<file path="src/rtl/cmpre_pkg.sv">
// Shared types, codes and constants for the color mask palette run encoder.
package cmpre_pkg;

	// Input operation codes
	localparam logic [1:0] OP_LABEL = 2'd0;
	localparam logic [1:0] OP_LEARN = 2'd1;
	localparam logic [1:0] OP_CLEAR = 2'd2;
	localparam logic [1:0] OP_NONE  = 2'd3;

	// Configuration register indexes
	localparam logic [1:0] CFG_FRAME_WIDTH  = 2'd0;
	localparam logic [1:0] CFG_FRAME_HEIGHT = 2'd1;
	localparam logic [1:0] CFG_FLIP_ROWS    = 2'd2;
	localparam logic [1:0] CFG_ADD_UNKNOWN  = 2'd3;

	// Configuration reset values
	localparam logic [12:0] DEF_FRAME_WIDTH  = 13'd640;
	localparam logic [12:0] DEF_FRAME_HEIGHT = 13'd480;
	localparam logic        DEF_FLIP_ROWS    = 1'b0;
	localparam logic        DEF_ADD_UNKNOWN  = 1'b1;

	// Parameter defaults
	localparam int PALETTE_DEPTH_DEF = 256;
	localparam int MAX_WIDTH_DEF     = 4096;

	// Row limit fixed by the field widths
	localparam int HEIGHT_LIM = 4096;

	// Palette index width at the largest palette
	localparam int LABEL_W = 12;

	// Small queues between the parts
	localparam int Q_DEPTH = 4;
	localparam int QAW     = $clog2(Q_DEPTH);

	typedef struct packed {
		logic [12:0] frame_width;
		logic [12:0] frame_height;
		logic        flip_rows;
		logic        add_unknown;
	} cfg_t;

	typedef struct packed {
		logic [1:0]  op;
		logic [23:0] color;
	} pix_t;

	// Outcome of a palette lookup, handed to the run encoder
	typedef struct packed {
		logic               clear;
		logic               known;
		logic [LABEL_W-1:0] label;
		logic               ovf;
	} cls_t;

	typedef struct packed {
		logic [7:0]  label;
		logic [11:0] row;
		logic [11:0] start_col;
		logic [12:0] end_col;
		logic        ovf;
		logic        last;
	} strip_t;

endpackage

</file>
<file path="src/rtl/cmpre_strip.sv">
// Run encoder: tracks raster position and open run, queues finished strips.
module cmpre_strip import cmpre_pkg::*; #(
	parameter int MAX_WIDTH = MAX_WIDTH_DEF
) (
	input  logic   clk,
	input  logic   arst_n,
	input  cfg_t   cfg,
	input  logic   in_valid,
	output logic   in_ready,
	input  cls_t   in_data,
	output logic   out_valid,
	input  logic   out_ready,
	output strip_t out_data
);

	localparam int WIDTH_LIM = (MAX_WIDTH < 4096) ? MAX_WIDTH : 4096;

	logic [11:0]        col_q;
	logic [11:0]        row_q;
	logic [LABEL_W-1:0] run_label_q;
	logic               run_known_q;
	logic [11:0]        run_start_q;
	strip_t             fifo_q [Q_DEPTH];
	logic [QAW-1:0]     wr_ptr_q;
	logic [QAW-1:0]     rd_ptr_q;
	logic [QAW:0]       cnt_q;

	logic [12:0]        w;
	logic [12:0]        h;
	logic [12:0]        wm1;
	logic [11:0]        colc;
	logic               last_col;
	logic [11:0]        row_out;
	logic               row_wrap;
	logic               rk0;
	logic               e1;
	logic               rk1;
	logic               take;
	logic [LABEL_W-1:0] nl;
	logic [11:0]        ns;
	logic               rk2;
	logic               e2;
	logic               step;
	logic               pop;
	logic [1:0]         n_push;
	strip_t             strip_a;
	strip_t             strip_b;

	always_comb begin
		if (cfg.frame_width == '0) begin
			w = 13'd1;
		end else if (cfg.frame_width > 13'(WIDTH_LIM)) begin
			w = 13'(WIDTH_LIM);
		end else begin
			w = cfg.frame_width;
		end
		if (cfg.frame_height == '0) begin
			h = 13'd1;
		end else if (cfg.frame_height > 13'(HEIGHT_LIM)) begin
			h = 13'(HEIGHT_LIM);
		end else begin
			h = cfg.frame_height;
		end
		wm1 = w - 13'd1;
		// clamp a position left past a reduced width onto the last column
		colc     = ({1'b0, col_q} > wm1) ? wm1[11:0] : col_q;
		last_col = ({1'b0, colc} + 13'd1) >= w;
		row_wrap = ({1'b0, row_q} + 13'd1) >= h;
		if (!cfg.flip_rows) begin
			row_out = row_q;
		end else if ({1'b0, row_q} < h) begin
			row_out = 12'(h - 13'd1 - {1'b0, row_q});
		end else begin
			row_out = '0;
		end

		rk0  = run_known_q && (colc != '0);
		e1   = rk0 && (!in_data.known || in_data.label != run_label_q);
		rk1  = rk0 && !e1;
		take = in_data.known && !rk1;
		nl   = take ? in_data.label : run_label_q;
		ns   = take ? colc : run_start_q;
		rk2  = rk1 || take;
		e2   = last_col && rk2;

		strip_a.label     = run_label_q[7:0];
		strip_a.row       = row_out;
		strip_a.start_col = run_start_q;
		strip_a.end_col   = {1'b0, colc};
		strip_a.ovf       = in_data.ovf;
		strip_a.last      = !e2;

		strip_b.label     = nl[7:0];
		strip_b.row       = row_out;
		strip_b.start_col = ns;
		strip_b.end_col   = w;
		strip_b.ovf       = in_data.ovf;
		strip_b.last      = 1'b1;
	end

	// Take a lookup only while two strip slots are free
	assign in_ready  = cnt_q <= (QAW+1)'(Q_DEPTH - 2);
	assign step      = in_valid && in_ready;
	assign n_push    = (step && !in_data.clear) ? (2'(e1) + 2'(e2)) : 2'd0;
	assign out_valid = cnt_q != '0;
	assign pop       = out_valid && out_ready;
	assign out_data  = fifo_q[rd_ptr_q];

	always_ff @(posedge clk) begin
		if (n_push != 2'd0) begin
			fifo_q[wr_ptr_q] <= e1 ? strip_a : strip_b;
		end
		if (n_push == 2'd2) begin
			fifo_q[wr_ptr_q + QAW'(1)] <= strip_b;
		end
	end

	always_ff @(posedge clk or negedge arst_n) begin
		if (!arst_n) begin
			col_q       <= '0;
			row_q       <= '0;
			run_label_q <= '0;
			run_known_q <= 1'b0;
			run_start_q <= '0;
			wr_ptr_q    <= '0;
			rd_ptr_q    <= '0;
			cnt_q       <= '0;
		end else begin
			wr_ptr_q <= wr_ptr_q + QAW'(n_push);
			if (pop) begin
				rd_ptr_q <= rd_ptr_q + QAW'(1);
			end
			cnt_q <= cnt_q + (QAW+1)'(n_push) - (QAW+1)'(pop);
			if (step) begin
				if (in_data.clear) begin
					col_q       <= '0;
					row_q       <= '0;
					run_label_q <= '0;
					run_known_q <= 1'b0;
					run_start_q <= '0;
				end else begin
					run_label_q <= nl;
					run_start_q <= ns;
					if (last_col) begin
						run_known_q <= 1'b0;
						col_q       <= '0;
						row_q       <= row_wrap ? 12'd0 : row_q + 12'd1;
					end else begin
						run_known_q <= rk2;
						col_q       <= colc + 12'd1;
					end
				end
			end
		end
	end

endmodule

</file>
<file path="config.mk">
export PLATFORM = sky130hd
export DESIGN_NAME = cmpre_strip
export DESIGN_NICKNAME = d
export VERILOG_FILES = /design/src/rtl/cmpre_pkg.sv /design/src/rtl/cmpre_strip.sv
export SDC_FILE = /design/constraint.sdc
export NUM_CORES = 1
export LEC_CHECK = 0
export BUFFER_PORTS_ARGS = -buffer_cell sky130_fd_sc_hd__buf_2
export CAP_MARGIN = 5
export CORE_MARGIN = 5
export CORE_UTILIZATION = 38
export CTS_CLUSTER_SIZE = 28
export DETAILED_ROUTE_END_ITERATION = 6
export PLACE_DENSITY = 0.64
export SLEW_MARGIN = 25
export SYNTH_ARGS = -nofsm -noshare
export SYNTH_HDL_FRONTEND = slang
export SYNTH_SLANG_ARGS = --single-unit
export TNS_END_PERCENT = 10
</file>
<file path="constraint.sdc">
create_clock -name clk -period 10 [get_ports clk]
set_clock_uncertainty 0.05 [all_clocks]
set_input_delay 2 -clock clk [delete_from_list [all_inputs] [get_ports clk]]
set_output_delay 2 -clock clk [all_outputs]
set_load 0.02 [all_outputs]
</file>
* Yosys cells after proc, flatten, opt, wreduce, memory -nomap -nowiden
Memory sizes are Yosys's and may differ from the RTL's.
Cells that the tools add are included.
** Word-level totals
- Register bits after elaboration :: 56
- Memory bits (writable) :: 188
- Input port bits :: 47
- Output and inout port bits :: 49
- Logic and storage cells :: 80
- Memories kept :: 1
** Memory list
- fifo_q :: depth 4, bits a word 47, rd ports 1, clocked after memory_dff 0, wr ports 2, RTL line cmpre_strip.sv:23 : strip_t fifo_q [Q_DEPTH];
** Operators by class
- $add $sub $neg :: 13
- Order comparisons :: 7
- Equality and inequality tests :: 2
- Multiplexer cells :: 24
- Reductions and logical operators :: 24
** Operators with widths (number)
- $mux 12 :: 12
- $mux 13 :: 4
- $mux 47 :: 1
- $add 12x1->13 const B :: 2
- $ge 13x13->1 :: 2
- $gt 13x13->1 const B :: 2
- $logic_not 13->1 :: 2
- $add 12x1->12 const B :: 2
- $gt 12x13->1 :: 1
- $lt 12x13->1 :: 1
- $sub 13x1->13 const B :: 1
- $ne 12x12->1 :: 1
- $reduce_bool 12->1 :: 1
- $sub 12x1->12 const B :: 1
- $sub 12x12->12 :: 1
- $logic_and 1x1->1 :: 8
- $mux 1 :: 6
- $reduce_bool 2->1 :: 3
- $logic_not 1->1 :: 5
- $add 2x1->2 const B :: 2
- $reduce_and 2->1 :: 2
- $add 3x2->3 :: 1
- $le 3x2->1 const B :: 1
- $reduce_bool 3->1 :: 1
- other kinds (6) :: 7

* Depth between registers and ports, before layout
- Depth in word-level cells :: 20
- Gate-level depth with buffers :: 41
- Mapped depth without buffers :: 36

* Worst setup path before layout
OpenSTA, ideal clock, no wires.
- Path kind :: input -> register
- From :: input cfg[21] (netlist bit)
- To :: memory fifo_q[2][15] (netlist bit) (data pin)
- Setup time :: 0.131 ns
- Data arrival time :: 11.074 ns
- Required time :: 9.819 ns
- Setup slack :: -1.255 ns
- Stages on the path :: 38
- Buffers on the path :: 4
- Cell sequence :: buf_2 nor4_2 a41oi_1 ha_1 clkbuf_1 nor2b_1 a32o_1 a211o_1 inv_1 ha_1 nand4_1 or4_1 o211ai_1 a31oi_2 buf_2 mux2i_1 inv_1 ha_1 (+2 left out) mux2i_1 nand2_1 xnor2_1 ha_1 o21a_1 o2111ai_1 o21ai_0 and3_1 ha_1 nand2b_1 nor4_1 and3_1 nor2_1 inv_1 o211ai_1 o32ai_1 buf_2 a22o_1
** RTL lines
- from (decl) :: RTL line cmpre_strip.sv:7 : input cfg_t cfg,
- to (decl) :: RTL line cmpre_strip.sv:23

==> impl_results.html <==
<table>
<tr><th>Metric</th><th>Value</th></tr>
<tr><th colspan="2">Layout</th></tr>
<tr><td>Area grow syn2layout</td><td>15.9%</td></tr>
<tr><td>Nets@finish</td><td>1459</td></tr>
<tr><td>Number of cells in the finished layout apart from fillers</td><td>1829</td></tr>
<tr><td>Share of post-route cells with drive strength above 1</td><td>21.2%</td></tr>
<tr><td>Number of filler cells placed in the layout</td><td>3365</td></tr>
<tr><td>Antenna diode count</td><td>0</td></tr>
<tr><td>Post-route standard cell area excluding fillers</td><td>16400 um2</td></tr>
<tr><th colspan="2">Synthesis</th></tr>
<tr><td>Post-synthesis cell type with the largest combined area</td><td>sky130_fd_sc_hd__edfxtp_1</td></tr>
<tr><td>Dominant synthesized flop cell</td><td>sky130_fd_sc_hd__edfxtp_1</td></tr>
<tr><td>Cell count after synthesis</td><td>1227</td></tr>
<tr><td>Number of flops mapped to enable cells by yosys</td><td>184</td></tr>
<tr><td>Sequential-to-total area share from yosys stat</td><td>49.5%</td></tr>
<tr><td>Area of the mapped netlist</td><td>14200 um2</td></tr>
<tr><td>Mean Syn Cell Area</td><td>11.5 um2</td></tr>
<tr><td>Count of yosys warnings during synthesis</td><td>0</td></tr>
<tr><td>Net count of the mapped netlist</td><td>1346</td></tr>
<tr><td>Cell with the most instances after synthesis</td><td>sky130_fd_sc_hd__edfxtp_1</td></tr>
<tr><td>Area fraction of the dominant cell type after synthesis</td><td>39.0%</td></tr>
<tr><td>Number of distinct library cells after synthesis</td><td>73</td></tr>
<tr><td>Async set or reset register ratio after synthesis</td><td>23.0%</td></tr>
<tr><td>Leading post-synthesis cells by instance count</td><td>sky130_fd_sc_hd__edfxtp_1, sky130_fd_sc_hd__nor2_1, sky130_fd_sc_hd__nand2_1</td></tr>
<tr><td>Yosys reg bits</td><td>244</td></tr>
<tr><td>Top post-synthesis cells by area</td><td>sky130_fd_sc_hd__edfxtp_1, sky130_fd_sc_hd__dfrtp_1, sky130_fd_sc_hd__mux4_2</td></tr>
<tr><th colspan="2">CTS</th></tr>
<tr><td>Clock tree from TritonCTS</td><td>yes</td></tr>
<tr><td>TritonCTS Buffers</td><td>27</td></tr>
<tr><td>Count of H-tree levels built during CTS</td><td>1</td></tr>
<tr><td>CTS root buffer</td><td>sky130_fd_sc_hd__clkbuf_16</td></tr>
<tr><td>Clock Latency Late Sink</td><td>0.55 ns</td></tr>
<tr><td>CTS Sinks</td><td>244</td></tr>
<tr><td>Maximum clock path buffer count</td><td>3</td></tr>
<tr><td>Clock slew at the register clock pins of the worst setup and hold paths</td><td>0.06 ns</td></tr>
<tr><th colspan="2">STA</th></tr>
<tr><td>Post-Route Hold Slack</td><td>0.454 ns</td></tr>
<tr><td>Final number of max-transition violations</td><td>0</td></tr>
<tr><td>Worst rel slew slack</td><td>31.3%</td></tr>
<tr><td>Highest Clock Rate</td><td>105 MHz</td></tr>
<tr><td>Number of setup violations in the final report</td><td>0</td></tr>
<tr><td>Final-report hold violation count</td><td>0</td></tr>
<tr><td>Post-route minimum period</td><td>9.55 ns</td></tr>
<tr><td>Transition time of the tightest slew-check pin</td><td>1.03 ns</td></tr>
<tr><td>Share of the clock period used by the worst path</td><td>95.5%</td></tr>
<tr><td>Setup TNS after final layout</td><td>0 ns</td></tr>
<tr><th colspan="2">GRT</th></tr>
<tr><td>Largest net degree at the start of global routing</td><td>57</td></tr>
<tr><td>Vias in the first global route</td><td>10664</td></tr>
<tr><td>Wire length of the first global-routing pass</td><td>61100 um</td></tr>
<tr><td>GR Util All Layers</td><td>18.8%</td></tr>
<tr><td>Total grt overflow</td><td>0</td></tr>
<tr><td>Antenna violations before repair</td><td>0</td></tr>
<tr><th colspan="2">Setup path</th></tr>
<tr><td>Max incr delay on CP</td><td>0.46 ns</td></tr>
<tr><td>Cell occurring most often along the worst timing path</td><td>sky130_fd_sc_hd__ha_1</td></tr>
<tr><td>Crit. End Element</td><td>flip-flop</td></tr>
<tr><td>CP arrival</td><td>9.92 ns</td></tr>
<tr><td>Slack of the worst reg-to-reg path</td><td>2.98 ns</td></tr>
<tr><td>Source of the worst register-to-register timing path</td><td>col_q[10]$_DFFE_PN0P_</td></tr>
<tr><td>Master of the slowest instance on the critical path</td><td>sky130_fd_sc_hd__or4_1</td></tr>
<tr><td>Setup crit start kind</td><td>input port</td></tr>
<tr><td>Path type of the worst setup path</td><td>in -&gt; reg</td></tr>
<tr><td>Number of cell instances on the worst register-to-register path</td><td>29</td></tr>
<tr><td>Crit-path max FO</td><td>11</td></tr>
<tr><td>Reg-to-reg critical path endpoint</td><td>fifo_q[2][26]$_DFFE_PP_</td></tr>
<tr><td>Data required time at the worst endpoint</td><td>10.37 ns</td></tr>
<tr><th colspan="2">Die</th></tr>
<tr><td>Starting density of the core</td><td>38.6%</td></tr>
<tr><td>Boundary pin count</td><td>96</td></tr>
<tr><td>Die width</td><td>203 um</td></tr>
<tr><td>Die outline area</td><td>41200 um2</td></tr>
<tr><td>CORE AREA</td><td>36700 um2</td></tr>
<tr><td>Row Count</td><td>70</td></tr>
<tr><td>Height of the die</td><td>203 um</td></tr>
<tr><th colspan="2">Outcome</th></tr>
<tr><td>Run status</td><td>complete, no violations</td></tr>
<tr><th colspan="2">Worst hold path</th></tr>
<tr><td>Hold-critical path depth</td><td>2</td></tr>
<tr><td>Path type of the worst min-delay path</td><td>reg -&gt; reg</td></tr>
<tr><td>Critical hold path startpoint</td><td>fifo_q[0][0]$_SDFFE_PP1N_</td></tr>
<tr><td>Worst min-delay path endpoint</td><td>fifo_q[0][0]$_SDFFE_PP1N_</td></tr>
<tr><th colspan="2">Place</th></tr>
<tr><td>Instance area at placement</td><td>15400 um2</td></tr>
<tr><td>Final HPWL from detailed placement</td><td>27200 um</td></tr>
<tr><td># placed instances</td><td>1771</td></tr>
<tr><td>Number of I/O port buffers</td><td>94</td></tr>
<tr><td>Routability Congestion</td><td>0.886</td></tr>
<tr><th colspan="2">Routing</th></tr>
<tr><td>Number of violations reported at the end of detailed-routing iteration 0</td><td>969</td></tr>
<tr><td>Routed WL per cell</td><td>21.8 um</td></tr>
<tr><td>Final ANT Viol Nets</td><td>0</td></tr>
<tr><td>Via density per instance</td><td>5.81</td></tr>
<tr><td>DR pass1 iterations</td><td>5</td></tr>
<tr><td>Count of vias placed by the detailed router</td><td>10618</td></tr>
<tr><td>DRC violation count after routing</td><td>0</td></tr>
<tr><td>Final wirelength</td><td>39800 um</td></tr>
<tr><th colspan="2">Pwr</th></tr>
<tr><td>Worst ir drop on vdd</td><td>0.118 mV</td></tr>
<tr><td>Cell area power density</td><td>183 nW/um2</td></tr>
<tr><td>Design Power</td><td>3.01 mW</td></tr>
<tr><td>Leakage dissipation</td><td>5.82 nW</td></tr>
<tr><th colspan="2">Flow run</th></tr>
<tr><td>Max-cap viol count</td><td>0</td></tr>
</table>
[stage by stage]
step           setup WS, ns  utilization, %
2_1_floorplan       0.00755               -
3_3_place_gp       -0.00814            42.0
3_5_place_dp         -0.124            42.1
4_1_cts               0.418            44.3
5_1_grt             -0.0150            44.7
6_report              0.453            44.7
[placed cells by master (no fill, tap or decap), types with 42 or more instances in the layout]
master / netlist / final
sky130_fd_sc_hd__a22o_1: 56 / 56
sky130_fd_sc_hd__buf_2: 20 / 94
sky130_fd_sc_hd__buf_4: 0 / 56
sky130_fd_sc_hd__dfrtp_1: 56 / 54
sky130_fd_sc_hd__edfxtp_1: 184 / 184
sky130_fd_sc_hd__ha_1: 70 / 69
sky130_fd_sc_hd__inv_1: 63 / 59
sky130_fd_sc_hd__mux4_2: 47 / 47
sky130_fd_sc_hd__nand2_1: 90 / 90
sky130_fd_sc_hd__nor2_1: 110 / 108
sky130_fd_sc_hd__o22ai_1: 50 / 50
sky130_fd_sc_hd__xnor2_1: 42 / 42
[worst max-delay path, delay by kind of cell]
kind | cells | cell delay, ns
buf+inv | 7 | 1.17
simple gates | 12 | 2.64
xor+xnor | 1 | 0.20
fa+ha+maj | 5 | 1.27
compound gates | 11 | 2.21
mux | 2 | 0.43
[worst max path at each step]
stage	from	depth (start not counted)	slack, ns	to
floorplan	cfg[23]	38	0.008	fifo_q[2][15]$_DFFE_PP_
finish	cfg[20]	38	0.45	fifo_q[2][26]$_DFFE_PP_
global placement	cfg[20]	37	-0.008	fifo_q[2][6]$_DFFE_PP_
global route	cfg[20]	38	-0.01	fifo_q[2][26]$_DFFE_PP_
detailed placement	cfg[20]	37	-0.12	fifo_q[2][8]$_DFFE_PP_
CTS	cfg[20]	37	0.42	fifo_q[2][6]$_DFFE_PP_
[routing by layer]
layer / vias up / global-route usage [%] / wire length [um]
li1: 4952 / - / -
met1: 5203 / 25.5 / 17100
met2: 395 / 31.6 / 19000
met3: 68 / 2.65 / 2620
met4: 0 / 5.26 / 1130
met5: - / 0 / 0
[timing repair]
action | in CTS | in global routing
buffers inserted | 0 | 6
endpoints found under the hold margin | 0 | 0
resized for setup | 0 | 10
setup endpoints to repair | 0 | 49
hold buffers | 0 | 0
[sequential cells by signal (all words and copies together) (netlist names)]
name / cells
cnt_q: 3
col_q: 12
run_label_q: 12
run_known_q: 1
rd_ptr_q: 2
wr_ptr_q: 2
run_start_q: 12
row_q: 12
fifo_q: 188
[cell type report]
cell class | instances | area, um2 | share of cell area [%]
clock buffers | 37 | 713 | 4.35
inverters | 66 | 255 | 1.56
clock inverters | 13 | 116 | 0.709
repair buffers | 157 | 1020 | 6.23
well taps | 468 | 586 | 3.57
multi-input cells | 844 | 6700 | 40.8
flip-flops and latches | 244 | 7010 | 42.7
[power breakdown]
part / total (mW) / switching (mW) / internal (mW)
registers: 1.28 / 0.137 / 1.15
logic: 0.773 / 0.440 / 0.333
clock network: 0.951 / 0.402 / 0.550
total: 3.01 / 0.978 / 2.03
[cell families (layout without fill, tap and decap cells)]
group	Yosys count	in the layout	synth area share (%)
fa+ha+maj	72	72	6.47
compound gates	317	317	16.5
buf+inv	139	273	4.02
flops	244	244	49.5
simple gates	342	342	11.8
mux	65	65	8.79
xor+xnor	48	48	2.97
(Power assumes the default switching activity.)
