--- src/rtl/cmpre_pkg.sv ---
// Shared types, codes and constants for the color mask palette run encoder.
package cmpre_pkg;

	// Input operation codes
	localparam logic [1:0] OP_LABEL = 2'd0;
	localparam logic [1:0] OP_LEARN = 2'd1;
	localparam logic [1:0] OP_CLEAR = 2'd2;
	localparam logic [1:0] OP_NONE  = 2'd3;

	// Configuration register indexes
	localparam logic [1:0] CFG_FRAME_WIDTH  = 2'd0;
	localparam logic [1:0] CFG_FRAME_HEIGHT = 2'd1;
	localparam logic [1:0] CFG_FLIP_ROWS    = 2'd2;
	localparam logic [1:0] CFG_ADD_UNKNOWN  = 2'd3;

	// Configuration reset values
	localparam logic [12:0] DEF_FRAME_WIDTH  = 13'd640;
	localparam logic [12:0] DEF_FRAME_HEIGHT = 13'd480;
	localparam logic        DEF_FLIP_ROWS    = 1'b0;
	localparam logic        DEF_ADD_UNKNOWN  = 1'b1;

	// Parameter defaults
	localparam int PALETTE_DEPTH_DEF = 256;
	localparam int MAX_WIDTH_DEF     = 4096;

	// Row limit fixed by the field widths
	localparam int HEIGHT_LIM = 4096;

	// Palette index width at the largest palette
	localparam int LABEL_W = 12;

	// Small queues between the parts
	localparam int Q_DEPTH = 4;
	localparam int QAW     = $clog2(Q_DEPTH);

	typedef struct packed {
		logic [12:0] frame_width;
		logic [12:0] frame_height;
		logic        flip_rows;
		logic        add_unknown;
	} cfg_t;

	typedef struct packed {
		logic [1:0]  op;
		logic [23:0] color;
	} pix_t;

	// Outcome of a palette lookup, handed to the run encoder
	typedef struct packed {
		logic               clear;
		logic               known;
		logic [LABEL_W-1:0] label;
		logic               ovf;
	} cls_t;

	typedef struct packed {
		logic [7:0]  label;
		logic [11:0] row;
		logic [11:0] start_col;
		logic [12:0] end_col;
		logic        ovf;
		logic        last;
	} strip_t;

endpackage

--- src/rtl/cmpre_front.sv ---
// Front end: accepts pixel transactions, drops unused ops and queues the rest.
module cmpre_front import cmpre_pkg::*; (
	input  logic        clk,
	input  logic        arst_n,
	input  logic        in_valid,
	output logic        in_ready,
	input  logic [31:0] in_data,
	output logic        out_valid,
	input  logic        out_ready,
	output pix_t        out_data
);

	pix_t           fifo_q [Q_DEPTH];
	logic [QAW-1:0] wr_ptr_q;
	logic [QAW-1:0] rd_ptr_q;
	logic [QAW:0]   cnt_q;
	pix_t           pix;
	logic           push;
	logic           pop;

	always_comb begin
		pix.op    = in_data[1:0];
		pix.color = {in_data[9:2], in_data[17:10], in_data[25:18]};
	end

	assign in_ready  = cnt_q != (QAW+1)'(Q_DEPTH);
	// op 3 is consumed here and never reaches the back end
	assign push      = in_valid && in_ready && (pix.op != OP_NONE);
	assign out_valid = cnt_q != '0;
	assign pop       = out_valid && out_ready;
	assign out_data  = fifo_q[rd_ptr_q];

	always_ff @(posedge clk) begin
		if (push) begin
			fifo_q[wr_ptr_q] <= pix;
		end
	end

	always_ff @(posedge clk or negedge arst_n) begin
		if (!arst_n) begin
			wr_ptr_q <= '0;
			rd_ptr_q <= '0;
			cnt_q    <= '0;
		end else begin
			if (push) begin
				wr_ptr_q <= wr_ptr_q + QAW'(1);
			end
			if (pop) begin
				rd_ptr_q <= rd_ptr_q + QAW'(1);
			end
			cnt_q <= cnt_q + (QAW+1)'(push) - (QAW+1)'(pop);
		end
	end

endmodule

--- config.mk ---
export PLATFORM = sky130hd
export DESIGN_NAME = cmpre_front
export DESIGN_NICKNAME = d
export VERILOG_FILES = /design/src/rtl/cmpre_pkg.sv /design/src/rtl/cmpre_front.sv
export SDC_FILE = /design/constraint.sdc
export NUM_CORES = 1
export LEC_CHECK = 0
export ABC_AREA = 1
export BUFFER_PORTS_ARGS = -buffer_cell sky130_fd_sc_hd__buf_2
export CORE_UTILIZATION = 25
export DETAILED_ROUTE_END_ITERATION = 8
export GPL_ROUTABILITY_DRIVEN = 0
export SYNTH_ARGS = -nofsm -noshare
export SYNTH_HDL_FRONTEND = slang
export SYNTH_SLANG_ARGS = --single-unit
--- constraint.sdc ---
create_clock -name clk -period 2.1 [get_ports clk]
set_input_delay 0.105 -clock clk [delete_from_list [all_inputs] [get_ports clk]]
set_output_delay 0.105 -clock clk [all_outputs]
set_load 0.01 [all_outputs]
Word-level counts from Yosys, hierarchy flattened
Memories as Yosys holds them, arrays and structs flattened.
Cells that the tools add are included.

cells by class
  shift-type cells = 0
  order comparisons = 0
  add/subtract/negate cells = 4
  muxes and demuxes = 2
  eq/ne operators = 2
  reductions and logical operators = 4
  multiply operators = 0
  divide/modulo/power cells = 0
  bitwise logic cells = 0

operators with widths
  cell                                           count
  adder 2 x 1 -> 2 bit (second input constant)   2
  adder 3 x 1 -> 3 bit                           1
  logical AND 1 bit                              3
  inequality test 3 bit (second input constant)  1
  nonzero test 3 bit                             1
  subtractor 3 x 1 -> 3 bit                      1
  two-way mux 1 bit                              2
  inequality test 2 bit (second input constant)  1

word-level totals
  memory bits (read-only) = 0
  memories = 1
  RAM bits = 104
  register bits = 7
  bits in latches = 0

memories
  name    words  width  read ports  clocked after memory_dff  wr ports  line               text
  fifo_q  4      26     1           0                         1         cmpre_front.sv:13  pix_t fifo_q [Q_DEPTH];

Depth between registers and ports, before layout
Gate-level depths: netlist of run 1.

  depth in word-level cells = 5
  gate-level depth with buffers = 12

Worst setup path before layout of run 1
Ideal clock, no wire load.

  path type = register to register
  from = reg cnt_q[1]
  to = mem fifo_q[0][0] (netlist name), enable pin
  required time = 1.691 ns
  period minus slack after synthesis = 2.313 ns
  stages on the path, launching flop included = 5
  library setup time = 0.409 ns
  arrival = 1.904 ns
  path slack = -0.213 ns
  cells stage by stage = dfrtp_1 > inv_2 > nand3_1 > nand2_1 > nor2_1

on the way
  cells in the longest elaborated chain, start to end = 5

ends and longest elaborated chain
  element                                  line               text
  start, declared                          cmpre_front.sv:16  logic [QAW:0] cnt_q;
  start signal, assigned                   cmpre_front.sv:51  cnt_q <= cnt_q + (QAW+1)'(push) - (QAW+1)'(pop);
  inequality test 3 bit                    cmpre_front.sv:26  assign in_ready = cnt_q != (QAW+1)'(Q_DEPTH);
  net in_ready                             cmpre_front.sv:6   output logic in_ready,
  logical AND 1 bit (2 in a row)           cmpre_front.sv:28  assign push = in_valid && in_ready && (pix.op != OP_NONE);
  two-way mux 1 bit                        cmpre_front.sv:34  if (push) begin
  two-way mux 1 bit (not written as such)  cmpre_front.sv:35  fifo_q[wr_ptr_q] <= pix;
  end, declared                            cmpre_front.sv:13

The timed path passes the listed nets, and every way through them passes these cells.

Final worst setup path of run 1
  from = reg cnt_q[1]
  to = reg cnt_q[2]

on the way
  elaborated cells between the ends (all ways) = 7

RTL lines
  element                    line               text
  nonzero test 3 bit         cmpre_front.sv:29  assign out_valid = cnt_q != '0;
  logical AND 1 bit          cmpre_front.sv:30  assign pop = out_valid && out_ready;
  net pop                    cmpre_front.sv:19  logic pop;
  subtractor 3 x 1 -> 3 bit  cmpre_front.sv:51

The timed path passes the listed nets, and every way through them passes these cells.
A chain may end at the register's enable or synchronous reset.

==> run metrics, run 1 <==
Synth area leaders=edfxtp_1 64%, o211ai_2 13%, nand2_1 7.3%; Post-Synthesis Cells=363; DRT Pass-1 Iters=4; DRT iter0 DRCs=106; area delta synth->final=23.8%; Die Y-Extent=142 um; Sw Share=0.367; vias in the first global route=2967; drt drc=0; PortBufs=57; Leak=0.00250 uW; synthesis-stage register bit count=111; total CTS buffers=9; ys async rst share=0.0631; r2r setup slk=0.13 ns; Worst Hold Class=input pin to flop; DR WL/cell=13.5 um; Gate power share=0.376; startpoint types=flop; switching pwr=2800 uW; nature of the critical path endpoint=flop; initial antenna violation count=0; setup skew after layout=0.00518 ns; number of synthesized flops with an enable pin=104; Final Slew Violations=0; Vias/cell=3.97; main flop type after synthesis=edfxtp_1; highest routed layer=met4; fin crit share=0.937; clk_lat worst skew=0.35 ns; DR WL met3=437 um; peak supply drop=0.503 mV; RSZ-0062 raised after global routing=false; Post CTS Setup Buffer Count=0; M1 WL=4450 um; FP Rows=50; library cells used by synthesis=18; setup TNS=0 ns; ANT nets after route=0; Avg Cell Area, Syn=13.5 um^2; Routed WL=9730 um; Worst EP arrival=2.21 ns; Worst Tran Pin Value=0.535 ns; Clock Power Share=0.226; # clock sinks=111; CTS Buffer Depth=2; commonest cells in the netlist=104 x edfxtp_1, 95 x nand2_1, 67 x inv_1; clk root buf=clkbuf_16; Worst slew margin=0.643; Cell Int Power=4830 uW; Initial Utilization=0.258; Reg power frac=0.398; Syn Nets=406; H-tree levels=3; die area=20100 um^2; most frequent cell after synthesis=edfxtp_1; leading area contributor after synthesis=edfxtp_1; CP max FO=5; core area=19000 um^2; sequential area share after synthesis=0.675; DP Area=5480 um^2; Crit Path Category=flop to flop; Syn. warnings=0; # IOs=64; nets=498; Clock transition at path regs=0.07 ns; Req. time, crit path=2.35 ns; DR WL met2=4690 um; Hold Violations, Final=0; n_diodes=0; layout cells sized above 1=0.311; die width=142 um; Vias=2861; status=finished, final reports clean; max cap viols=0; Cell Area, Synth=4890 um^2; first-pass GRT wire length=15800 um; hpwl dp=6410 um; Max Fclk=0.508 GHz; grt ovf=0; largest net degree at the start of global routing=42; Power per Cell Area=1260 nW/um^2; Final Critical Period=1.97 ns; GRT Total Usage=0.107; Yosys top cell area share=0.639; final instance area=6050 um^2; CTS tree=done; Final setup viols=0
==> power groups by stage <==
stage               registers (uW)  logic, uW  clock network [uW]
finish                        3040       2870                1730
CTS                           3040       2980                1790
global route                  3080       3220                1880
floorplan                     2980       2180                   0
global placement              3070       2850                   0
detailed placement            3090       2930                   0
==> layout by cell type, fill, tap and decap left out, types with 2 or more instances in the layout <==
cell type and n:
nand3_1 7, clkbuf_16 9, nor2_4 4, o211ai_1 3, edfxtp_1 104, inv_1 67, o211ai_2 49, dfrtp_1 6
nand2_1 95, inv_8 2, inv_6 3, buf_4 11, dlygate4sd3_1 27, buf_12 2, ha_1 6, buf_2 57
==> per-stage QoR <==
step | std cells | util | total power [uW] | setup slack, ns | hold slack (ns)
6_report | 720 | 0.319 | 7630 | 0.131 | 0.0299
3_3_place_gp | 677 | 0.289 | 5920 | 0.215 | -0.0579
5_1_grt | 720 | 0.319 | 8170 | 0.0118 | 0.0505
2_1_floorplan | 363 | - | 5170 | -0.213 | -0.191
4_1_cts | 720 | 0.319 | 7820 | 0.0741 | 0.0184
3_5_place_dp | 677 | 0.289 | 6030 | 0.120 | -0.0471
==> cell families after synthesis <==
kind of cell,after synthesis,synth area share
flops,111,0.675
buf+inv,86,0.0916
simple gates,106,0.0832
compound gates,53,0.131
fa+ha+maj,7,0.0195
==> path summary, 6_finish.rpt <==
path | startpoint | to | depth (start not counted)
setup / recovery | cnt_q[1]$_DFF_PN0_ | cnt_q[2]$_DFF_PN0_ | 11
hold / removal | out_ready | rd_ptr_q[0]$_DFFE_PN0P_ | 3
setup reg to reg | cnt_q[1]$_DFF_PN0_ | cnt_q[2]$_DFF_PN0_ | 11
hold reg to reg | cnt_q[0]$_DFF_PN0_ | cnt_q[0]$_DFF_PN0_ | 1
max in group asynchronous | arst_n | rd_ptr_q[1]$_DFFE_PN0P_ | 2
min in group asynchronous | arst_n | cnt_q[0]$_DFF_PN0_ | 2
==> critical path: stages (launching register included) <==
cell	delay [ns]
dfrtp_1	0.43
inv_2	0.08
nand3_1	0.13
nand2_1	0.12
inv_1	0.05
ha_1	0.26
inv_1	0.06
ha_1	0.13
inv_1	0.05
fa_1	0.39
nand3_1	0.10
nand2_1	0.06
==> per-layer routing <==
metal / up-vias / global-route usage
li1: 1420 / -
met1: 1378 / 0.137
met2: 52 / 0.172
met3: 11 / 0.0324
met4: 0 / 0.0407
met5: - / 0
==> sequential cells by signal (all words and copies together), names as in the netlist <==
register / cells
wr_ptr_q: 2
cnt_q: 3
rd_ptr_q: 2
fifo_q: 104
==> repair_timing <==
action / in CTS / in global routing
endpoints found under the setup margin: 0 / 2
hold buffers: 27 / 0
resized for setup: 0 / 1
hold endpoints to repair: 111 / 0
==> layout make-up <==
class                           instances  area [um^2]
Fill cell                            1902        12900
Timing Repair Buffer                   97          678
Clock inverter                          7         78.8
Multi-Input combinational cell        166         1180
Sequential cell                       111         3300
Inverter                               70          270
Tap cell                              260          325
Clock buffer                            9          225
(Power assumes the default switching activity.)
==> run 2, diff against run 1 <==
--- a/config.mk
+++ b/config.mk
@@ -10,6 +10,7 @@
 export CORE_UTILIZATION = 25
 export DETAILED_ROUTE_END_ITERATION = 8
 export GPL_ROUTABILITY_DRIVEN = 0
+export RECOVER_POWER = 50
 export SYNTH_ARGS = -nofsm -noshare
 export SYNTH_HDL_FRONTEND = slang
 export SYNTH_SLANG_ARGS = --single-unit
==> run 2 against run 1 <==
  * Utilization shrank 0.22 points
  * Non-clock buffer count is the same
  * Routed wire length shrank 0.34%
  * Combinational power is essentially flat
  * Largest cell class unchanged
==> run metrics, run 2 (same netlist as run 1, synthesis figures left out) <==
status=finished, final reports clean (unchanged); M2 GR Usage=0.172 (unchanged); CTS tree=done (unchanged); setup TNS=0 ns (unchanged); Reg area=3300 um^2 (unchanged); Crit Path Category=flop to flop (unchanged); Worst Tran Pin Value=0.561 ns (was 0.535 ns); FP Rows=50 (unchanged); final instance area=6010 um^2 (was 6050 um^2); multi-input logic area=1180 um^2 (unchanged); CTS Buffer Depth=2 (unchanged); most used cell, CP=inv_1 (unchanged); max cap viols=0 (unchanged); Hold Violations, Final=0 (unchanged); RSZ-0062 raised after global routing=false (unchanged); Largest regs=fifo_q: 104 flops, cnt_q: 3 flops (unchanged); total CTS buffers=9 (unchanged); Crit-path slowest cell=dfrtp_1 (unchanged); Final Critical Period=1.98 ns (was 1.97 ns); Clock Power Share=0.227 (was 0.226); DP Area=5480 um^2 (unchanged); clk root buf=clkbuf_16 (unchanged); GRT Total Usage=0.107 (unchanged); DR WL/cell=13.5 um (about the same); Worst Hold Class=input pin to flop (unchanged); final std cells w/o fill=720 (unchanged); commonest non-fill, non-tap cell in the layout=edfxtp_1 (unchanged); PortBufs=57 (unchanged); die area=20100 um^2 (unchanged); hpwl dp=6410 um (unchanged); first-pass GRT wire length=15800 um (unchanged); DRT iter0 DRCs=103 (was 106); # clock sinks=111 (unchanged); Initial Utilization=0.258 (unchanged); Biggest register=fifo_q (unchanged); Vias/cell=3.97 (unchanged); Req. time, crit path=2.35 ns (about the same); nature of the critical path endpoint=flop (unchanged); Vias=2861 (unchanged); nets=498 (unchanged); Worst EP arrival=2.22 ns (was 2.21 ns); dpl cells=677 (unchanged); Worst slew margin=0.626 (was 0.643); setup skew after layout=0.00552 ns (was 0.00518 ns); layout cells sized above 1=0.246 (was 0.311); Final Slew Violations=0 (unchanged); DRT Pass-1 Iters=4 (unchanged); switching pwr=2800 uW (about the same); Reg power frac=0.399 (was 0.398); vias in the first global route=2967 (unchanged); final core occ=0.317 (was 0.319); CP max stage delay=0.43 ns (about the same); Max Fclk=0.506 GHz (was 0.508 GHz); ANT nets after route=0 (unchanged); Power per Cell Area=1270 nW/um^2 (was 1260 nW/um^2); CP max FO=5 (unchanged); Die Y-Extent=142 um (unchanged); GR peak layer=met2 (unchanged); grt ovf=0 (unchanged); Gate power share=0.374 (was 0.376); Clock transition at path regs=0.07 ns (about the same); largest net degree at the start of global routing=42 (unchanged); clk_lat worst skew=0.36 ns (was 0.35 ns); total power=7610 uW (was 7630 uW); GR Util met3=0.0324 (unchanged); die width=142 um (unchanged); Cell Int Power=4810 uW (was 4830 uW); CP Cell Sequence=inv_2 -> nand3_1 -> nand2_1 -> inv_1 -> ha_1 -> inv_1 -> ha_1 -> inv_1 -> fa_1 -> nand3_1 -> nand2_1 (unchanged); n_diodes=0 (unchanged); area delta synth->final=23.0% (was 23.8%); # IOs=64 (unchanged); Sw Share=0.368 (was 0.367); core area=19000 um^2 (unchanged); startpoint types=flop (unchanged); Fill cells=1902 (unchanged); Final setup viols=0 (unchanged); most frequent cells in the layout=104 x edfxtp_1, 95 x nand2_1, 67 x inv_1, 49 x o211ai_2, 30 x clkbuf_1 (was 104 x edfxtp_1, 95 x nand2_1, 67 x inv_1, 57 x buf_2, 49 x o211ai_2); Routed WL=9690 um (was 9730 um); peak supply drop=0.497 mV (was 0.503 mV); drt drc=0 (unchanged); GR Util met1=0.137 (unchanged); max reg flops=104 (unchanged); initial antenna violation count=0 (unchanged); H-tree levels=3 (unchanged); fin crit share=0.941 (was 0.937); Leak=0.00242 uW (was 0.00250 uW)
[run 2: cell types whose count changed in the layout (fill, tap and decap cells not counted)]
cell / change
buf_2: -29
clkbuf_1: +30
clkbuf_2: +1
buf_4: -2
[run 2: worst max-delay path, delay by kind of cell (launching register included)]
| family | cells | cell delay (ns) |
|---|---|---|
| simple gates | 4 | 0.42 |
| buf+inv | 4 | 0.25 |
| fa+ha+maj | 3 | 0.78 |
| flops | 1 | 0.43 |
[run 2: timing repair]
action,CTS,global route
buffers inserted,0,0
hold buffers,27,0
resized for setup,0,1
endpoints found under the hold margin,111,0
setup endpoints to repair,0,2
[run 2: layout make-up]
cell class              instances  share of cell area
clock buffers                   9              0.0375
inverters                      70              0.0450
clock inverters                 7              0.0131
flip-flops and latches        111               0.549
repair buffers                 97               0.106
multi-input cells             166               0.196
well taps                     260              0.0541
[run 2: metrics by stage]
stage | hold WS (ns) | setup slack [ns]
6_report | 0.0293 | 0.124
2_1_floorplan | -0.191 | -0.213
3_5_place_dp | -0.0471 | 0.120
4_1_cts | 0.0184 | 0.0741
5_1_grt | 0.0505 | 0.00604
3_3_place_gp | -0.0579 | 0.215
[run 2: routing by layer]
metal  share of wire  up-vias
met3           0.047       11
met4           0.015        0
met1            0.45     1371
li1                -     1421
met2            0.48       58
met5               0        -
[run 2: final timing paths]
| check | startpoint | endpoint | slack (ns) | cells past startpoint |
|---|---|---|---|---|
| min in group asynchronous | arst_n | cnt_q[0]$_DFF_PN0_ | 0.19 | 2 |
| hold / removal | out_ready | rd_ptr_q[0]$_DFFE_PN0P_ | 0.03 | 3 |
| setup / recovery | cnt_q[1]$_DFF_PN0_ | cnt_q[2]$_DFF_PN0_ | 0.12 | 11 |
| hold reg to reg | cnt_q[0]$_DFF_PN0_ | cnt_q[0]$_DFF_PN0_ | 0.53 | 1 |
| setup reg to reg | cnt_q[1]$_DFF_PN0_ | cnt_q[2]$_DFF_PN0_ | 0.12 | 11 |
| max in group asynchronous | arst_n | rd_ptr_q[1]$_DFFE_PN0P_ | 1.60 | 2 |
[run 2: power by group through the flow]
stage               logic [uW]  registers, uW  clock network, uW
detailed placement        2930           3090                  0
finish                    2850           3040               1730
global placement          2850           3070                  0
CTS                       2980           3040               1790
global route              3200           3080               1880
floorplan                 2180           2980                  0
==> run 3, diff against run 2 <==
--- a/config.mk
+++ b/config.mk
@@ -5,8 +5,8 @@
 export SDC_FILE = /design/constraint.sdc
 export NUM_CORES = 1
 export LEC_CHECK = 0
-export ABC_AREA = 1
 export BUFFER_PORTS_ARGS = -buffer_cell sky130_fd_sc_hd__buf_2
+export CAP_MARGIN = 20
 export CORE_UTILIZATION = 25
 export DETAILED_ROUTE_END_ITERATION = 8
 export GPL_ROUTABILITY_DRIVEN = 0
@@ -14,3 +14,4 @@
 export SYNTH_ARGS = -nofsm -noshare
 export SYNTH_HDL_FRONTEND = slang
 export SYNTH_SLANG_ARGS = --single-unit
+export TNS_END_PERCENT = 20
==> run 3 against run 2 <==
  * Via count shrank 31%
  * Final cell count shrank 32%
  * Clock power grew 10%
  * Sequential share of layout area grew 6.4 points
  * The run now ends with setup timing left
  * Critical path type unchanged
  * Largest cell class unchanged
==> run metrics, run 3 <==
ys async rst share=0.0631 (unchanged); total power=7050 uW (was 7610 uW); largest net degree at the start of global routing=27 (was 42); hpwl dp=4700 um (was 6410 um); Die Y-Extent=131 um (was 142 um); DRT iter0 DRCs=87 (was 103); failing checks=setup timing; die area=17200 um^2 (was 20100 um^2); layout cells sized above 1=0.360 (was 0.246); Final setup viols=1 (was 0); clk_lat worst skew=0.35 ns (was 0.36 ns); Fill cells=1565 (was 1902); die width=131 um (was 142 um); drt drc=0 (unchanged); Worst Hold Path Cells=3 (unchanged); most frequent cells in the layout=104 x edfxtp_1, 32 x buf_2, 27 x clkbuf_1, 27 x dlygate4sd3_1, 26 x mux4_2 (was 104 x edfxtp_1, 95 x nand2_1, 67 x inv_1, 49 x o211ai_2, 30 x clkbuf_1); CTS tree=done (unchanged); Hold Violations, Final=0 (unchanged); vias in the first global route=2253 (was 2967); DRT Pass-1 Iters=4 (unchanged); initial antenna violation count=0 (unchanged); Clock transition at path regs=0.07 ns (about the same); GRT Total Usage=0.0960 (was 0.107); Biggest register=fifo_q (unchanged); Initial Utilization=0.259 (was 0.258); Worst slew margin=0.494 (was 0.626); ANT nets after route=0 (unchanged); Cell Area, Synth=4170 um^2 (was 4890 um^2); nets=313 (was 498); total CTS buffers=9 (unchanged); grt ovf=0 (unchanged); n_diodes=0 (unchanged); main flop type after synthesis=edfxtp_1 (unchanged); number of synthesized flops with an enable pin=104 (unchanged); first-pass GRT wire length=12100 um (was 15800 um); Vias=1967 (was 2861); crit-path leading delay family=adder cells (unchanged); CP Cell Sequence=or3b_4 -> and3_4 -> inv_2 -> ha_4 -> inv_4 -> ha_4 -> inv_2 -> fa_2 -> xnor2_2 -> xnor2_1 (was inv_2 -> nand3_1 -> nand2_1 -> inv_1 -> ha_1 -> inv_1 -> ha_1 -> inv_1 -> fa_1 -> nand3_1 -> nand2_1); Final Slew Violations=0 (unchanged); nature of the critical path endpoint=flop (unchanged); crit path buf inv count=3 (was 4); Post-Synthesis Cells=173 (was 363); startpoint types=flop (unchanged); Worst Hold Class=input pin to flop (unchanged); sequential area share after synthesis=0.790 (was 0.675); status=finished, violations left (was finished, final reports clean); core area=16100 um^2 (was 19000 um^2); # IOs=64 (unchanged); Yosys top cell area share=0.748 (was 0.639); Syn. warnings=0 (unchanged); PortBufs=57 (unchanged); CP max FO=2 (was 5); area delta synth->final=28.9% (was 23.0%); Synth area leaders=edfxtp_1 75%, mux4_2 14%, dfrtp_1 4.2% (was edfxtp_1 64%, o211ai_2 13%, nand2_1 7.3%); Crit Path Category=flop to flop (unchanged); Largest regs=fifo_q: 104 flops, cnt_q: 3 flops (unchanged); WP depth=10 (was 11); Final Critical Period=2.10 ns (was 1.98 ns); library cells used by synthesis=20 (was 18); worst setup margin=-0.00499 ns (was 0.124 ns); RSZ-0062 raised after global routing=true (was false); Max Fclk=0.475 GHz (was 0.506 GHz); min-delay src=out_ready (unchanged); max reg flops=104 (unchanged); Power per Cell Area=1310 nW/um^2 (was 1270 nW/um^2); Worst R2R Start=cnt_q[0]$_DFF_PN0_ (was cnt_q[1]$_DFF_PN0_); commonest cells in the netlist=104 x edfxtp_1, 26 x mux4_2, 7 x dfrtp_1 (was 104 x edfxtp_1, 95 x nand2_1, 67 x inv_1); synthesis-stage register bit count=111 (unchanged); Leak=0.00180 uW (was 0.00242 uW); dpl cells=448 (was 677); setup skew after layout=0.00587 ns (was 0.00552 ns); H-tree levels=3 (unchanged); most frequent cell after synthesis=edfxtp_1 (unchanged); Crit-path slowest cell=or3b_4 (was dfrtp_1); fin crit share=1.00 (was 0.941); CP max stage delay=0.40 ns (was 0.43 ns); Req. time, crit path=2.33 ns (was 2.35 ns); Vias/cell=4.01 (was 3.97); number of cells on the worst reg-to-reg path=10 (was 11); Worst EP arrival=2.34 ns (was 2.22 ns); final std cells w/o fill=491 (was 720); Syn Nets=216 (was 406); leading area contributor after synthesis=edfxtp_1 (unchanged); Crit. Startpoint=cnt_q[0]$_DFF_PN0_ (was cnt_q[1]$_DFF_PN0_); clk root buf=clkbuf_16 (unchanged); FP Rows=46 (was 50); # clock sinks=111 (unchanged); commonest non-fill, non-tap cell in the layout=edfxtp_1 (unchanged); Worst Tran Pin Value=0.759 ns (was 0.561 ns); max cap viols=0 (unchanged); peak supply drop=0.722 mV (was 0.497 mV); Routed WL=7560 um (was 9690 um); DR WL/cell=15.4 um (was 13.5 um); Avg Cell Area, Syn=24.1 um^2 (was 13.5 um^2); CTS Buffer Depth=2 (unchanged)
run 3: what timing repair did:
action | CTS | global route
resized for setup | 0 | 3
hold buffers | 27 | 0
pin swaps | 2 | 1
setup endpoints to repair | 1 | 5
hold endpoints to repair | 111 | 0
buffers inserted | 0 | 0
run 3: per-layer routing:
metal  GRT usage  routed length, um
met1       0.116               3440
met2       0.154               3580
met3      0.0351                390
met4      0.0412                141
met5           0                  0
run 3: logic make-up (layout without fill, tap and decap cells):
group / after synthesis / in the layout / synth area share
AO/OA/AOI/OAI: 1 / 1 / 0.00240
XOR/XNOR: 5 / 5 / 0.0105
adder cells (fa/ha/maj): 7 / 7 / 0.0228
buffers and inverters: 13 / 115 / 0.0162
flip-flops: 111 / 111 / 0.790
multiplexers: 27 / 27 / 0.144
AND/OR/NAND/NOR: 9 / 9 / 0.0141
run 3: power by group:
part | leakage (uW) | switching, uW | total (uW) | internal (uW)
combinational | 0.000610 | 1120 | 2200 | 1070
clock | 0.000160 | 744 | 1910 | 1170
sequential | 0.00103 | 94.3 | 2940 | 2840
total | 0.00180 | 1960 | 7050 | 5080
run 3: path summary, 6_finish.rpt:
| kind | slack (ns) | to |
|---|---|---|
| min | 0.14 | rd_ptr_q[0]$_DFFE_PN0P_ |
| min reg2reg | 0.58 | wr_ptr_q[1]$_DFFE_PN0P_ |
| max in group asynchronous | 1.57 | rd_ptr_q[0]$_DFFE_PN0P_ |
| min in group asynchronous | 0.20 | wr_ptr_q[0]$_DFFE_PN0P_ |
| max | -0.005 | cnt_q[2]$_DFF_PN0_ |
| max reg2reg | -0.005 | cnt_q[2]$_DFF_PN0_ |
run 3: through the flow:
step | utilization | hold slack (ns) | area, um^2 | setup slack (ns) | TNS (ns)
detailed placement | 0.298 | -0.0404 | 4800 | -0.0342 | -0.0342
global placement | 0.298 | -0.0538 | 4800 | 0.00580 | 0
CTS | 0.335 | 0.115 | 5410 | -0.0174 | -0.0174
global route | 0.334 | 0.164 | 5380 | -0.0918 | -0.105
floorplan | - | -0.191 | 4220 | -0.182 | -0.276
finish | 0.334 | 0.141 | 5380 | -0.00499 | -0.00499
run 3: cell type report:
class                      count  area [um^2]  area share
sequential                   111         3300       0.613
multi-input combinational     49          853       0.159
timing repair buffer          93          592       0.110
tap                          216          270      0.0502
clock buffer                  11          233      0.0433
clock inverter                 5          106      0.0198
inverter                       6         25.0     0.00465
run 3: worst reg2reg max path: stages (launching register included):
cell and delay, ns:
dfrtp_1 0.38, or3b_4 0.40, and3_4 0.16, inv_2 0.06
ha_4 0.19, inv_4 0.05, ha_4 0.11, inv_2 0.03
fa_2 0.34, xnor2_2 0.14, xnor2_1 0.12
